==> src/rtl/gtbd_pkg.sv <==
// ----------------------------------------------------------------------------
// gtbd_pkg
// Shared types, widths and constants for the gray threshold block downsampler.
// ----------------------------------------------------------------------------
package gtbd_pkg;

    // Grid and line limits
    localparam int GRID     = 28;
    localparam int MAX_LINE = 2047;

    // Field and state widths
    localparam int COL_W      = 11;
    localparam int LINE_W     = $clog2(MAX_LINE + 1);
    localparam int IDX_W      = $clog2(GRID);
    localparam int BW_W       = 7;
    localparam int N_W        = 2 * BW_W;
    localparam int SUM_W      = 22;
    localparam int TRI_W      = 10;
    localparam int ROW_W      = 5;
    localparam int BYTE_W     = 8;
    localparam int INK_W      = 17;
    localparam int CFG_IDX_W  = 2;
    localparam int CFG_DATA_W = 11;

    // Block arithmetic widths: 270n and 450n, 765n, 3n
    localparam int LVL_W  = N_W + 9;
    localparam int FULL_W = N_W + 10;
    localparam int D3_W   = N_W + 2;

    // Divider steps: quotient bits of level and ink
    localparam int DIV_STEPS = 17;

    // Queue between front and back
    localparam int Q_DEPTH = 4;
    localparam int Q_AW    = $clog2(Q_DEPTH);

    // Register reset values
    localparam int FW_RESET = 640;
    localparam int BW_RESET = 22;
    localparam int BH_RESET = 17;

    // Threshold constants (pixel gray on channel sums, block level on n)
    localparam int GRAY_LO      = 60;
    localparam int GRAY_HI      = 140;
    localparam int GRAY_LO_SUM  = 3 * GRAY_LO;
    localparam int GRAY_HI_SUM  = 3 * GRAY_HI;
    localparam int BYTE_MAX     = 255;
    localparam int TRI_FULL     = 3 * BYTE_MAX;
    localparam int LVL_LO_MUL   = 3 * 90;
    localparam int LVL_HI_MUL   = 3 * 150;
    localparam int FULL_MUL     = TRI_FULL;
    localparam int D3_MUL       = 3;
    localparam int INK_ONE      = 65536;
    // floor(s/3) for s below 512 as (s * 683) >> 11
    localparam int GRAY_RECIP   = 683;
    localparam int GRAY_SHIFT   = 11;

    // Configuration register indexes
    typedef enum logic [CFG_IDX_W-1:0] {
        CFG_FRAME_WIDTH  = 2'd0,
        CFG_BLOCK_WIDTH  = 2'd1,
        CFG_BLOCK_HEIGHT = 2'd2
    } cfg_reg_t;

    // Input word
    typedef struct packed {
        logic [BYTE_W-1:0] red;
        logic [BYTE_W-1:0] green;
        logic [BYTE_W-1:0] blue;
        logic              frame_start;
    } pixel_t;

    // Output word
    typedef struct packed {
        logic [BYTE_W-1:0] gray;
        logic              block_done;
        logic [ROW_W-1:0]  block_row;
        logic [ROW_W-1:0]  block_col;
        logic [BYTE_W-1:0] block_level;
        logic [INK_W-1:0]  ink;
    } result_t;

    // Classified pixel handed from front to back
    typedef struct packed {
        logic [BYTE_W-1:0] gray;
        logic              done;
        logic [ROW_W-1:0]  row;
        logic [ROW_W-1:0]  col;
        logic [SUM_W-1:0]  tsum;
        logic [N_W-1:0]    n;
    } entry_t;

endpackage

==> src/rtl/gtbd_front.sv <==
// ----------------------------------------------------------------------------
// gtbd_front
// Accepts pixels, computes clipped gray, tracks raster position and block
// sums, and pushes one classified word per pixel into the queue. Holds the
// configuration registers and rebuilds the block position after a write.
// ----------------------------------------------------------------------------
module gtbd_front (
    input  logic                           clk,
    input  logic                           rst_n,
    input  logic                           cfg_wr,
    input  logic [gtbd_pkg::CFG_IDX_W-1:0]  cfg_index,
    input  logic [gtbd_pkg::CFG_DATA_W-1:0] cfg_data,
    input  logic                           pix_valid,
    output logic                           pix_ready,
    input  gtbd_pkg::pixel_t               pix,
    output logic                           q_push,
    output gtbd_pkg::entry_t               q_data,
    input  logic                           q_full
);
    import gtbd_pkg::*;

    localparam int RC_STEPS = (COL_W > LINE_W) ? COL_W : LINE_W;
    localparam int RC_CNT_W = $clog2(RC_STEPS);
    localparam int PROD_W   = 2 * TRI_W;

    // Configuration
    logic [COL_W-1:0] fw_reg;
    logic [BW_W-1:0]  bw_reg;
    logic [BW_W-1:0]  bh_reg;
    logic [N_W-1:0]   n_reg;

    // Raster position and position within the grid
    logic [COL_W-1:0]  x_reg, x_next;
    logic [BW_W-1:0]   ix_reg, ix_next;
    logic [COL_W-1:0]  cx_reg, cx_next;
    logic [LINE_W-1:0] y_reg, y_next;
    logic [BW_W-1:0]   iy_reg, iy_next;
    logic [LINE_W-1:0] cy_reg, cy_next;

    logic [SUM_W-1:0] sums_reg [GRID];

    // Position rebuild after a configuration write
    logic                rc_busy_reg;
    logic [RC_CNT_W-1:0] rc_cnt_reg;
    logic [RC_STEPS-1:0] rc_qx_reg, rc_qy_reg;
    logic [BW_W-1:0]     rc_rx_reg, rc_ry_reg;

    logic [BW_W-1:0]     bw_eff, bh_eff;
    logic [RC_STEPS-1:0] xe, ye;
    logic [RC_CNT_W-1:0] bit_sel;
    logic [BW_W:0]       rx_try, ry_try;
    logic                rx_ge, ry_ge;
    logic [BW_W-1:0]     rx_new, ry_new;
    logic [RC_STEPS-1:0] qx_new, qy_new;
    logic                rc_last;

    logic              accept;
    logic              fs;
    logic [COL_W-1:0]  x_cur, cx_cur;
    logic [BW_W-1:0]   ix_cur, iy_cur;
    logic [LINE_W-1:0] y_cur, cy_cur;
    logic [TRI_W-1:0]  s;
    logic [PROD_W-1:0] gray_prod;
    logic [BYTE_W-1:0] gray;
    logic [TRI_W-1:0]  tri_val;
    logic              in_grid;
    logic [IDX_W-1:0]  idx;
    logic              blk_first, blk_last, done;
    logic [SUM_W-1:0]  base, sum_new;
    logic              col_wrap;
    logic [BW_W-1:0]   ix_inc, iy_inc;

    // Zero block size acts as one
    assign bw_eff = (bw_reg == '0) ? BW_W'(1) : bw_reg;
    assign bh_eff = (bh_reg == '0) ? BW_W'(1) : bh_reg;

    // One restoring division step for column and line, MSB first
    always_comb
    begin
        xe      = RC_STEPS'(x_reg);
        ye      = RC_STEPS'(y_reg);
        bit_sel = RC_CNT_W'(RC_STEPS - 1) - rc_cnt_reg;
        rx_try  = {rc_rx_reg, xe[bit_sel]};
        ry_try  = {rc_ry_reg, ye[bit_sel]};
        rx_ge   = rx_try >= {1'b0, bw_eff};
        ry_ge   = ry_try >= {1'b0, bh_eff};
        rx_new  = rx_ge ? BW_W'(rx_try - {1'b0, bw_eff}) : rx_try[BW_W-1:0];
        ry_new  = ry_ge ? BW_W'(ry_try - {1'b0, bh_eff}) : ry_try[BW_W-1:0];
        qx_new  = {rc_qx_reg[RC_STEPS-2:0], rx_ge};
        qy_new  = {rc_qy_reg[RC_STEPS-2:0], ry_ge};
        rc_last = rc_cnt_reg == RC_CNT_W'(RC_STEPS - 1);
    end

    // Hold pixels during a configuration write, while the position is rebuilt or the queue is full
    assign pix_ready = !rc_busy_reg && !q_full && !cfg_wr;
    assign accept    = pix_valid && pix_ready;
    assign q_push    = accept;

    // Classify the pixel and update the block sum
    always_comb
    begin
        fs     = pix.frame_start;
        x_cur  = fs ? '0 : x_reg;
        ix_cur = fs ? '0 : ix_reg;
        cx_cur = fs ? '0 : cx_reg;
        y_cur  = fs ? '0 : y_reg;
        iy_cur = fs ? '0 : iy_reg;
        cy_cur = fs ? '0 : cy_reg;

        s = TRI_W'(pix.red) + TRI_W'(pix.green) + TRI_W'(pix.blue);
        gray_prod = PROD_W'(s) * PROD_W'(GRAY_RECIP);
        if (s <= TRI_W'(GRAY_LO_SUM))
        begin
            gray    = '0;
            tri_val = '0;
        end
        else if (s >= TRI_W'(GRAY_HI_SUM))
        begin
            gray    = BYTE_W'(BYTE_MAX);
            tri_val = TRI_W'(TRI_FULL);
        end
        else
        begin
            gray    = gray_prod[GRAY_SHIFT +: BYTE_W];
            tri_val = s;
        end

        in_grid   = (cx_cur < COL_W'(GRID)) && (cy_cur < LINE_W'(GRID));
        idx       = cx_cur[IDX_W-1:0];
        blk_first = (ix_cur == '0) && (iy_cur == '0);
        base      = blk_first ? '0 : sums_reg[idx];
        sum_new   = base + SUM_W'(tri_val);
        blk_last  = (ix_cur == BW_W'(bw_eff - BW_W'(1)))
                 && (iy_cur == BW_W'(bh_eff - BW_W'(1)));
        done      = in_grid && blk_last;

        q_data.gray = gray;
        q_data.done = done;
        q_data.row  = done ? cy_cur[ROW_W-1:0] : '0;
        q_data.col  = done ? cx_cur[ROW_W-1:0] : '0;
        q_data.tsum = done ? sum_new : '0;
        q_data.n    = n_reg;
    end

    // Advance the raster position
    always_comb
    begin
        col_wrap = ({1'b0, x_cur} + (COL_W + 1)'(1)) >= {1'b0, fw_reg};
        ix_inc   = ix_cur + BW_W'(1);
        iy_inc   = iy_cur + BW_W'(1);
        x_next   = x_cur;
        ix_next  = ix_cur;
        cx_next  = cx_cur;
        y_next   = y_cur;
        iy_next  = iy_cur;
        cy_next  = cy_cur;
        if (col_wrap)
        begin
            x_next  = '0;
            ix_next = '0;
            cx_next = '0;
            if (y_cur >= LINE_W'(MAX_LINE))
            begin
                y_next = LINE_W'(MAX_LINE);
            end
            else
            begin
                y_next = y_cur + LINE_W'(1);
                if (iy_inc == bh_eff)
                begin
                    iy_next = '0;
                    cy_next = cy_cur + LINE_W'(1);
                end
                else
                begin
                    iy_next = iy_inc;
                end
            end
        end
        else
        begin
            x_next = x_cur + COL_W'(1);
            if (ix_inc == bw_eff)
            begin
                ix_next = '0;
                cx_next = cx_cur + COL_W'(1);
            end
            else
            begin
                ix_next = ix_inc;
            end
        end
    end

    // Registers: configuration, rebuild sequencer, position, sums
    always_ff @(posedge clk or negedge rst_n)
    begin
        if (!rst_n)
        begin
            fw_reg      <= COL_W'(FW_RESET);
            bw_reg      <= BW_W'(BW_RESET);
            bh_reg      <= BW_W'(BH_RESET);
            n_reg       <= N_W'(BW_RESET * BH_RESET);
            x_reg       <= '0;
            ix_reg      <= '0;
            cx_reg      <= '0;
            y_reg       <= '0;
            iy_reg      <= '0;
            cy_reg      <= '0;
            rc_busy_reg <= 1'b0;
            rc_cnt_reg  <= '0;
            rc_qx_reg   <= '0;
            rc_qy_reg   <= '0;
            rc_rx_reg   <= '0;
            rc_ry_reg   <= '0;
            for (int i = 0; i < GRID; i++)
            begin
                sums_reg[i] <= '0;
            end
        end
        else if (cfg_wr)
        begin
            unique case (cfg_index)
                CFG_FRAME_WIDTH:  fw_reg <= cfg_data;
                CFG_BLOCK_WIDTH:  bw_reg <= cfg_data[BW_W-1:0];
                CFG_BLOCK_HEIGHT: bh_reg <= cfg_data[BW_W-1:0];
                default:          ;
            endcase
            rc_busy_reg <= 1'b1;
            rc_cnt_reg  <= '0;
            rc_qx_reg   <= '0;
            rc_qy_reg   <= '0;
            rc_rx_reg   <= '0;
            rc_ry_reg   <= '0;
        end
        else if (rc_busy_reg)
        begin
            rc_qx_reg <= qx_new;
            rc_qy_reg <= qy_new;
            rc_rx_reg <= rx_new;
            rc_ry_reg <= ry_new;
            if (rc_last)
            begin
                rc_busy_reg <= 1'b0;
                cx_reg      <= COL_W'(qx_new);
                ix_reg      <= rx_new;
                cy_reg      <= LINE_W'(qy_new);
                iy_reg      <= ry_new;
                n_reg       <= N_W'(bw_eff) * N_W'(bh_eff);
            end
            else
            begin
                rc_cnt_reg <= rc_cnt_reg + RC_CNT_W'(1);
            end
        end
        else if (accept)
        begin
            x_reg  <= x_next;
            ix_reg <= ix_next;
            cx_reg <= cx_next;
            y_reg  <= y_next;
            iy_reg <= iy_next;
            cy_reg <= cy_next;
            // Update the current block's sum; clear the rest on a frame start
            for (int i = 0; i < GRID; i++)
            begin
                if (in_grid && (idx == IDX_W'(i)))
                begin
                    sums_reg[i] <= sum_new;
                end
                else if (fs)
                begin
                    sums_reg[i] <= '0;
                end
            end
        end
    end

endmodule

==> src/rtl/gtbd_fifo.sv <==
// ----------------------------------------------------------------------------
// gtbd_fifo
// Short queue of classified words between the front and the back.
// ----------------------------------------------------------------------------
module gtbd_fifo (
    input  logic             clk,
    input  logic             rst_n,
    input  logic             push,
    input  gtbd_pkg::entry_t push_data,
    output logic             full,
    input  logic             pop,
    output gtbd_pkg::entry_t pop_data,
    output logic             empty
);
    import gtbd_pkg::*;

    entry_t          mem_reg [Q_DEPTH];
    logic [Q_AW-1:0] wr_ptr_reg, rd_ptr_reg;
    logic [Q_AW:0]   count_reg;

    assign full     = count_reg == (Q_AW + 1)'(Q_DEPTH);
    assign empty    = count_reg == '0;
    assign pop_data = mem_reg[rd_ptr_reg];

    // Store pushed words
    always_ff @(posedge clk)
    begin
        if (push)
        begin
            mem_reg[wr_ptr_reg] <= push_data;
        end
    end

    // Advance pointers and fill count
    always_ff @(posedge clk or negedge rst_n)
    begin
        if (!rst_n)
        begin
            wr_ptr_reg <= '0;
            rd_ptr_reg <= '0;
            count_reg  <= '0;
        end
        else
        begin
            if (push)
            begin
                wr_ptr_reg <= (wr_ptr_reg == Q_AW'(Q_DEPTH - 1)) ? '0
                                                                  : wr_ptr_reg + Q_AW'(1);
            end
            if (pop)
            begin
                rd_ptr_reg <= (rd_ptr_reg == Q_AW'(Q_DEPTH - 1)) ? '0
                                                                  : rd_ptr_reg + Q_AW'(1);
            end
            if (push && !pop)
            begin
                count_reg <= count_reg + (Q_AW + 1)'(1);
            end
            else if (pop && !push)
            begin
                count_reg <= count_reg - (Q_AW + 1)'(1);
            end
        end
    end

endmodule

==> src/rtl/gtbd_div.sv <==
// ----------------------------------------------------------------------------
// gtbd_div
// Restoring divider, one quotient bit a cycle. Computes the block level
// floor(T / 3n) and the rounded ink ((765n - T) * 2^17 + 765n) / (2 * 765n)
// side by side.
// ----------------------------------------------------------------------------
module gtbd_div (
    input  logic                        clk,
    input  logic                        rst_n,
    input  logic                        start,
    input  logic [gtbd_pkg::SUM_W-1:0]  tsum,
    input  logic [gtbd_pkg::D3_W-1:0]   d3,
    input  logic [gtbd_pkg::FULL_W-1:0] full,
    output logic                        done,
    output logic [gtbd_pkg::BYTE_W-1:0] level,
    output logic [gtbd_pkg::INK_W-1:0]  ink
);
    import gtbd_pkg::*;

    localparam int IREM_W = FULL_W + 1;
    localparam int CNT_W  = $clog2(DIV_STEPS);

    logic                 busy_reg, done_reg;
    logic [CNT_W-1:0]     cnt_reg;
    logic [D3_W-1:0]      d3_reg, lrem_reg, lrem_new;
    logic [DIV_STEPS-1:0] lsh_reg, lq_reg;
    logic [IREM_W-1:0]    d2_reg, irem_reg, irem_new, irem_init;
    logic [DIV_STEPS-1:0] ish_reg, iq_reg;
    logic [D3_W:0]        ltry;
    logic [IREM_W:0]      itry;
    logic                 lge, ige;

    // One step of each division
    always_comb
    begin
        ltry      = {lrem_reg, lsh_reg[DIV_STEPS-1]};
        lge       = ltry >= {1'b0, d3_reg};
        lrem_new  = lge ? D3_W'(ltry - {1'b0, d3_reg}) : ltry[D3_W-1:0];
        itry      = {irem_reg, ish_reg[DIV_STEPS-1]};
        ige       = itry >= {1'b0, d2_reg};
        irem_new  = ige ? IREM_W'(itry - {1'b0, d2_reg}) : itry[IREM_W-1:0];
        irem_init = IREM_W'(full - FULL_W'(tsum)) + IREM_W'(full >> DIV_STEPS);
    end

    assign done  = done_reg;
    assign level = lq_reg[BYTE_W-1:0];
    assign ink   = INK_W'(iq_reg);

    // Load on start, then shift one bit a cycle
    always_ff @(posedge clk or negedge rst_n)
    begin
        if (!rst_n)
        begin
            busy_reg <= 1'b0;
            done_reg <= 1'b0;
            cnt_reg  <= '0;
        end
        else
        begin
            done_reg <= 1'b0;
            if (start)
            begin
                busy_reg <= 1'b1;
                cnt_reg  <= '0;
            end
            else if (busy_reg)
            begin
                if (cnt_reg == CNT_W'(DIV_STEPS - 1))
                begin
                    busy_reg <= 1'b0;
                    done_reg <= 1'b1;
                end
                else
                begin
                    cnt_reg <= cnt_reg + CNT_W'(1);
                end
            end
        end
    end

    always_ff @(posedge clk)
    begin
        if (start)
        begin
            d3_reg   <= d3;
            lrem_reg <= D3_W'(tsum >> DIV_STEPS);
            lsh_reg  <= tsum[DIV_STEPS-1:0];
            lq_reg   <= '0;
            d2_reg   <= {full, 1'b0};
            irem_reg <= irem_init;
            ish_reg  <= full[DIV_STEPS-1:0];
            iq_reg   <= '0;
        end
        else if (busy_reg)
        begin
            lrem_reg <= lrem_new;
            lsh_reg  <= {lsh_reg[DIV_STEPS-2:0], 1'b0};
            lq_reg   <= {lq_reg[DIV_STEPS-2:0], lge};
            irem_reg <= irem_new;
            ish_reg  <= {ish_reg[DIV_STEPS-2:0], 1'b0};
            iq_reg   <= {iq_reg[DIV_STEPS-2:0], ige};
        end
    end

endmodule

==> src/rtl/gtbd_back.sv <==
// ----------------------------------------------------------------------------
// gtbd_back
// Pops classified words, finishes completed blocks (thresholds, level and
// ink through the divider) and holds each result in an output register.
// ----------------------------------------------------------------------------
module gtbd_back (
    input  logic              clk,
    input  logic              rst_n,
    input  logic              q_empty,
    output logic              q_pop,
    input  gtbd_pkg::entry_t  q_data,
    output logic              res_valid,
    input  logic              res_ready,
    output gtbd_pkg::result_t res
);
    import gtbd_pkg::*;

    typedef enum logic [4:0] {
        BK_IDLE = 5'b00001,
        BK_PREP = 5'b00010,
        BK_CALC = 5'b00100,
        BK_DIV  = 5'b01000,
        BK_FIN  = 5'b10000
    } back_state_t;

    back_state_t       state_reg, state_next;
    entry_t            work_reg, work_next;
    logic [LVL_W-1:0]  lo_reg, lo_next, hi_reg, hi_next;
    logic [FULL_W-1:0] full_reg, full_next;
    logic [D3_W-1:0]   d3_reg, d3_next;
    logic [BYTE_W-1:0] level_reg, level_next;
    logic [INK_W-1:0]  ink_reg, ink_next;
    logic              res_valid_reg, res_valid_next;
    result_t           res_reg, res_next;

    logic              out_free;
    logic [FULL_W-1:0] t_ext;
    logic              div_start, div_done;
    logic [BYTE_W-1:0] div_level;
    logic [INK_W-1:0]  div_ink;

    gtbd_div u_div (
        .clk   (clk),
        .rst_n (rst_n),
        .start (div_start),
        .tsum  (work_reg.tsum),
        .d3    (d3_reg),
        .full  (full_reg),
        .done  (div_done),
        .level (div_level),
        .ink   (div_ink)
    );

    assign res_valid = res_valid_reg;
    assign res       = res_reg;

    // Sequence one word at a time through the block arithmetic
    always_comb
    begin
        state_next     = state_reg;
        work_next      = work_reg;
        lo_next        = lo_reg;
        hi_next        = hi_reg;
        full_next      = full_reg;
        d3_next        = d3_reg;
        level_next     = level_reg;
        ink_next       = ink_reg;
        res_next       = res_reg;
        out_free       = !res_valid_reg || res_ready;
        res_valid_next = res_valid_reg && !res_ready;
        q_pop          = 1'b0;
        div_start      = 1'b0;
        t_ext          = FULL_W'(work_reg.tsum);

        unique case (state_reg)
            BK_IDLE:
            begin
                if (!q_empty && out_free)
                begin
                    q_pop = 1'b1;
                    if (!q_data.done)
                    begin
                        res_next.gray        = q_data.gray;
                        res_next.block_done  = 1'b0;
                        res_next.block_row   = '0;
                        res_next.block_col   = '0;
                        res_next.block_level = '0;
                        res_next.ink         = '0;
                        res_valid_next       = 1'b1;
                    end
                    else
                    begin
                        work_next  = q_data;
                        state_next = BK_PREP;
                    end
                end
            end
            BK_PREP:
            begin
                lo_next    = LVL_W'(work_reg.n) * LVL_W'(LVL_LO_MUL);
                hi_next    = LVL_W'(work_reg.n) * LVL_W'(LVL_HI_MUL);
                full_next  = FULL_W'(work_reg.n) * FULL_W'(FULL_MUL);
                d3_next    = D3_W'(work_reg.n) * D3_W'(D3_MUL);
                state_next = BK_CALC;
            end
            BK_CALC:
            begin
                if (t_ext <= FULL_W'(lo_reg))
                begin
                    level_next = '0;
                    ink_next   = INK_W'(INK_ONE);
                    state_next = BK_FIN;
                end
                else if (t_ext >= FULL_W'(hi_reg))
                begin
                    level_next = BYTE_W'(BYTE_MAX);
                    ink_next   = '0;
                    state_next = BK_FIN;
                end
                else
                begin
                    div_start  = 1'b1;
                    state_next = BK_DIV;
                end
            end
            BK_DIV:
            begin
                if (div_done)
                begin
                    level_next = div_level;
                    ink_next   = div_ink;
                    state_next = BK_FIN;
                end
            end
            BK_FIN:
            begin
                if (out_free)
                begin
                    res_next.gray        = work_reg.gray;
                    res_next.block_done  = 1'b1;
                    res_next.block_row   = work_reg.row;
                    res_next.block_col   = work_reg.col;
                    res_next.block_level = level_reg;
                    res_next.ink         = ink_reg;
                    res_valid_next       = 1'b1;
                    state_next           = BK_IDLE;
                end
            end
            default:
            begin
                state_next = BK_IDLE;
            end
        endcase
    end

    // Control registers
    always_ff @(posedge clk or negedge rst_n)
    begin
        if (!rst_n)
        begin
            state_reg     <= BK_IDLE;
            res_valid_reg <= 1'b0;
        end
        else
        begin
            state_reg     <= state_next;
            res_valid_reg <= res_valid_next;
        end
    end

    // Payload registers
    always_ff @(posedge clk)
    begin
        work_reg  <= work_next;
        lo_reg    <= lo_next;
        hi_reg    <= hi_next;
        full_reg  <= full_next;
        d3_reg    <= d3_next;
        level_reg <= level_next;
        ink_reg   <= ink_next;
        res_reg   <= res_next;
    end

endmodule

==> src/rtl/gray_threshold_block_downsample_top.sv <==
// ----------------------------------------------------------------------------
// gray_threshold_block_downsample_top
// Gray threshold and 28 by 28 block average downsampler for a raster pixel
// stream.
//
//   channel  signals                           word
//   pix      pix_valid / pix_ready / pix       red, green, blue, frame_start
//   res      res_valid / res_ready / res       gray, block fields, ink
//   cfg      cfg_valid / cfg_ready / index     frame_width, block size
//
// Pixels that complete no block pass back to back while the output is free,
// each result registered through the queue and then the output register. A
// block-completing pixel goes through setup and threshold compare in the back
// end and, unless its mean clips, a 17-step restoring divider for level and
// ink; a four-word queue lets the front keep taking pixels meanwhile. A
// configuration write holds pix_ready low during and after the write while
// the block position is rebuilt by bit-serial division. Reset clears all
// counters and block sums at once; no clearing pass.
// ----------------------------------------------------------------------------
module gray_threshold_block_downsample_top (
    input  logic                           clk,
    input  logic                           rst_n,
    input  logic                           pix_valid,
    output logic                           pix_ready,
    input  gtbd_pkg::pixel_t               pix,
    output logic                           res_valid,
    input  logic                           res_ready,
    output gtbd_pkg::result_t              res,
    input  logic                           cfg_valid,
    output logic                           cfg_ready,
    input  logic [gtbd_pkg::CFG_IDX_W-1:0]  cfg_index,
    input  logic [gtbd_pkg::CFG_DATA_W-1:0] cfg_data
);
    import gtbd_pkg::*;

    entry_t push_data, pop_data;
    logic   push, pop, q_full, q_empty;

    // Configuration is always taken
    assign cfg_ready = 1'b1;

    gtbd_front u_front (
        .clk       (clk),
        .rst_n     (rst_n),
        .cfg_wr    (cfg_valid),
        .cfg_index (cfg_index),
        .cfg_data  (cfg_data),
        .pix_valid (pix_valid),
        .pix_ready (pix_ready),
        .pix       (pix),
        .q_push    (push),
        .q_data    (push_data),
        .q_full    (q_full)
    );

    gtbd_fifo u_fifo (
        .clk       (clk),
        .rst_n     (rst_n),
        .push      (push),
        .push_data (push_data),
        .full      (q_full),
        .pop       (pop),
        .pop_data  (pop_data),
        .empty     (q_empty)
    );

    gtbd_back u_back (
        .clk       (clk),
        .rst_n     (rst_n),
        .q_empty   (q_empty),
        .q_pop     (pop),
        .q_data    (pop_data),
        .res_valid (res_valid),
        .res_ready (res_ready),
        .res       (res)
    );

endmodule

==> config.mk <==
export PLATFORM = sky130hd
export DESIGN_NAME = gray_threshold_block_downsample_top
export DESIGN_NICKNAME = d
export VERILOG_FILES = /design/src/rtl/gtbd_pkg.sv /design/src/rtl/gtbd_front.sv /design/src/rtl/gtbd_fifo.sv /design/src/rtl/gtbd_div.sv /design/src/rtl/gtbd_back.sv /design/src/rtl/gray_threshold_block_downsample_top.sv
export SDC_FILE = /design/constraint.sdc
export NUM_CORES = 2
export LEC_CHECK = 0
export ABC_AREA = 1
export BUFFER_PORTS_ARGS = -buffer_cell sky130_fd_sc_hd__buf_2
export CORE_UTILIZATION = 35
export DETAILED_ROUTE_END_ITERATION = 12
export GPL_TIMING_DRIVEN = 0
export HOLD_SLACK_MARGIN = 0.08
export PLACE_DENSITY = 0.47
export REMOVE_ABC_BUFFERS = 1
export SYNTH_ARGS = -nofsm -noshare
export SYNTH_HDL_FRONTEND = slang
export SYNTH_HIERARCHICAL = 1
export SYNTH_SLANG_ARGS = --single-unit
==> constraint.sdc <==
create_clock -name clk -period 8.63 [get_ports clk]
set_input_delay 1.2945 -clock clk [delete_from_list [all_inputs] [get_ports clk]]
set_output_delay 1.2945 -clock clk [all_outputs]
set_load 0.02 [all_outputs]
==> out/qor.txt <==
Final min period -> 8.255 ns
WL final -> 242,700 um
# IOs -> 90
Initial DRC Count -> 4,941
Post-layout util -> 39.50%
Max transition margin -> 9.474%
Clk_lat worst skew -> 0.83 ns
Share of cells above drive strength 1 -> 6.404%
CTS buffer count -> 160
Wire per inst -> 19.61 um
Max Freq -> 121.1 MHz
Core Area -> 223,000 um2
CP Data Arrival Time -> 8.78 ns
Initial core utilization -> 35.32%
Fin Clk Skew -> 0.04634 ns
Worst EP required -> 9.16 ns
Final instance area -> 88,060 um2
Hold Vio Cnt, Final -> 0
Count of standard-cell rows -> 173
Initial antenna violation count -> 3
Detailed Place HPWL -> 167,300 um
Horiz. Die Dim -> 476.3 um
Max-cap viol count -> 0
First-pass GRT wire length -> 375,200 um
Post-CTS Setup Bufs -> 0
Worst hold-check path type -> flop to flop
Top cell family by delay on the critical path -> simple AND/OR/NAND/NOR gates
Final nets -> 9,912
Clk slew on worst S/H paths -> 0.06 ns
Drt pass-1 iters -> 6
Vias -> 63,188
RD Place Congestion -> 0.8911
Clock sink count -> 1,334
CP Max Fanout -> 67
RSZ-0062 raised after global routing -> no
Total die area -> 226,900 um2
Placed cell area -> 82,620 um2
Post-synth top area share -> 24.09%
Top FF cell, synth -> dfrtp_1
Area grow syn2layout -> 11.83%
CP Buf/Inv Count -> 5
CTS Hold Buffers Added -> 0
Startpoint Class -> input pin
Largest net degree at the start of global routing -> 134
Setup crit end kind -> flop
Synth area leaders -> dfrtp_1 (24%), edfxtp_1 (20%), nand2_1 (11%), ha_1 (7.0%), inv_1 (6.5%)
Post-CTS Resized -> 2
Stages on worst setup path -> 22
Final setup fails -> 0
Synth top cells by count -> nand2_1 (2,341), inv_1 (1,374), dfrtp_1 (758)
CTS tree -> yes
Slew Limit Fails -> 0
Post-synth EDFFs -> 526
IO buf count -> 88
Worst path cell trace -> clkbuf_4, inv_6, buf_16, nand2_4, inv_2, nor2_4, buf_12, nand2_1, a41oi_1, a211oi_1, ha_1, nand2_1, nor2_1, nand3b_1, nand3_1, nand2_1, nand2_1, nand4_1, nor2_1, nand3_2, nand2_1, nor2_1
Status -> complete, no violations
Top-count cell post-synth -> nand2_1
Fill cell total of the finished layout -> 22,677
Slew @ Worst Pin -> 1.355 ns
Critical path class -> input pin to flop
CP max stage delay -> 0.77 ns
Final Cycle Share -> 95.66%
Die height -> 476.3 um
Dpl cells -> 12,079
H-tree Lvls -> 4
Cells after synthesis -> 9,365
Yosys cell types -> 69
Reg2Reg Depth -> 21
Yosys warns -> 6
Vias in the first global route -> 62,313
Post-synthesis register bit count -> 1,334
Vias per cell -> 5.104
Largest area contributor in the netlist -> dfrtp_1
GRT overflow -> 0
Gr usage total -> 21.14%
Min Hold Slack -> 0.4140 ns
Syn Area/Cell -> 8.408 um2
CP max stage cell -> a41oi_1
Clock Root Buffer -> clkbuf_16
Max clock buf depth -> 3
Largest register FFs -> 616
Layout Cells excl Fill -> 12,380
DRC viols -> 0
Post-synthesis cell area -> 78,740 um2
Seq/Total Area, Yosys -> 45.53%
Detail Route Antenna Nets -> 0
Crit path top cell by count -> nand2_1
Hold path cells -> 0
Asr flop ratio synth -> 57.87%
[per-layer routing]
metal  up-vias  GRT usage, %  wire length, um
li1      30418             -                -
met1     30863         28.70           110500
met2      1567         35.31           115200
met3       338         2.435            10810
met4         2         6.125             6176
met5         -             0               10
[metrics by stage]
step / setup WS, ns / setup TNS [ns]
floorplan: -0.6300 / -136.58
global placement: -11.65 / -
detailed placement: -1.051 / -124.69
CTS: 0.09116 / 0
global route: 0.07694 / 0
finish: 0.3747 / 0
[placed cells by master, fill, tap and decap left out, drive strengths merged, types with 11 or more instances in the layout]
cell,Yosys,routed
xnor2,54,54
a31oi,25,25
a21o,19,19
dfstp,14,14
o21ai,698,698
clkbuf,205,229
nand3b,23,23
o31ai,12,12
clkinv,18,64
buf,225,170
o22ai,250,250
nor2,579,579
nand2,2357,2357
dfrtp,758,758
xor2,122,122
a22oi,19,19
ha,440,440
fa,161,161
nand3,729,729
dfxtp,36,36
o21bai,11,11
o211ai,121,121
edfxtp,526,526
nand4,87,87
a21oi,352,352
inv,1401,1407
nor3,47,47
[logic make-up (layout without fill, tap and decap cells)]
kind of cell | Yosys count | count (layout) | synth area share, %
AOI/OAI and AO/OA | 1552 | 1552 | 11.11
xor gates and xnor gates | 176 | 176 | 1.967
adders and majority gates | 601 | 601 | 11.08
buffers and inverters | 1849 | 1884 | 9.715
DFF | 1334 | 1334 | 45.53
other | 1 | 6 | 0.004762
and+or+nand+nor | 3852 | 3852 | 20.58
[final cells by class]
| cell class | instances | area, um2 | share of cell area (%) |
|---|---|---|---|
| inverters | 1419 | 5366 | 6.094 |
| clock buffers | 228 | 4552 | 5.169 |
| clock inverters | 66 | 809.5 | 0.9193 |
| diodes | 5 | 12.51 | 0.01421 |
| flip-flops and latches | 1334 | 35860 | 40.72 |
| well taps | 2975 | 3722 | 4.227 |
| repair buffers | 171 | 2126 | 2.414 |
| multi-input cells | 6182 | 35610 | 40.44 |
[final timing paths]
path / startpoint / endpoint / slack (ns)
max reg2reg: u_front/cx_reg[0]$_DFFE_PN0P_ / u_fifo/mem_reg[2][33]$_DFFE_PP_ / 0.97
min: u_back/d3_reg[11]$_DFFE_PP_ / u_back/u_div/d3_reg[11]$_DFFE_PP_ / 0.41
max in group asynchronous: rst_n / u_front/sums_reg[375]$_DFFE_PN0P_ / 5.29
min reg2reg: u_back/d3_reg[11]$_DFFE_PP_ / u_back/u_div/d3_reg[11]$_DFFE_PP_ / 0.41
min in group asynchronous: rst_n / u_front/x_reg[8]$_DFFE_PN0P_ / 0.42
max: pix[0] / u_fifo/mem_reg[2][33]$_DFFE_PP_ / 0.37
Power is left out: the tool's default activity adds up to more than one toggle a clock period on the data nets, which glitch-free logic cannot reach.
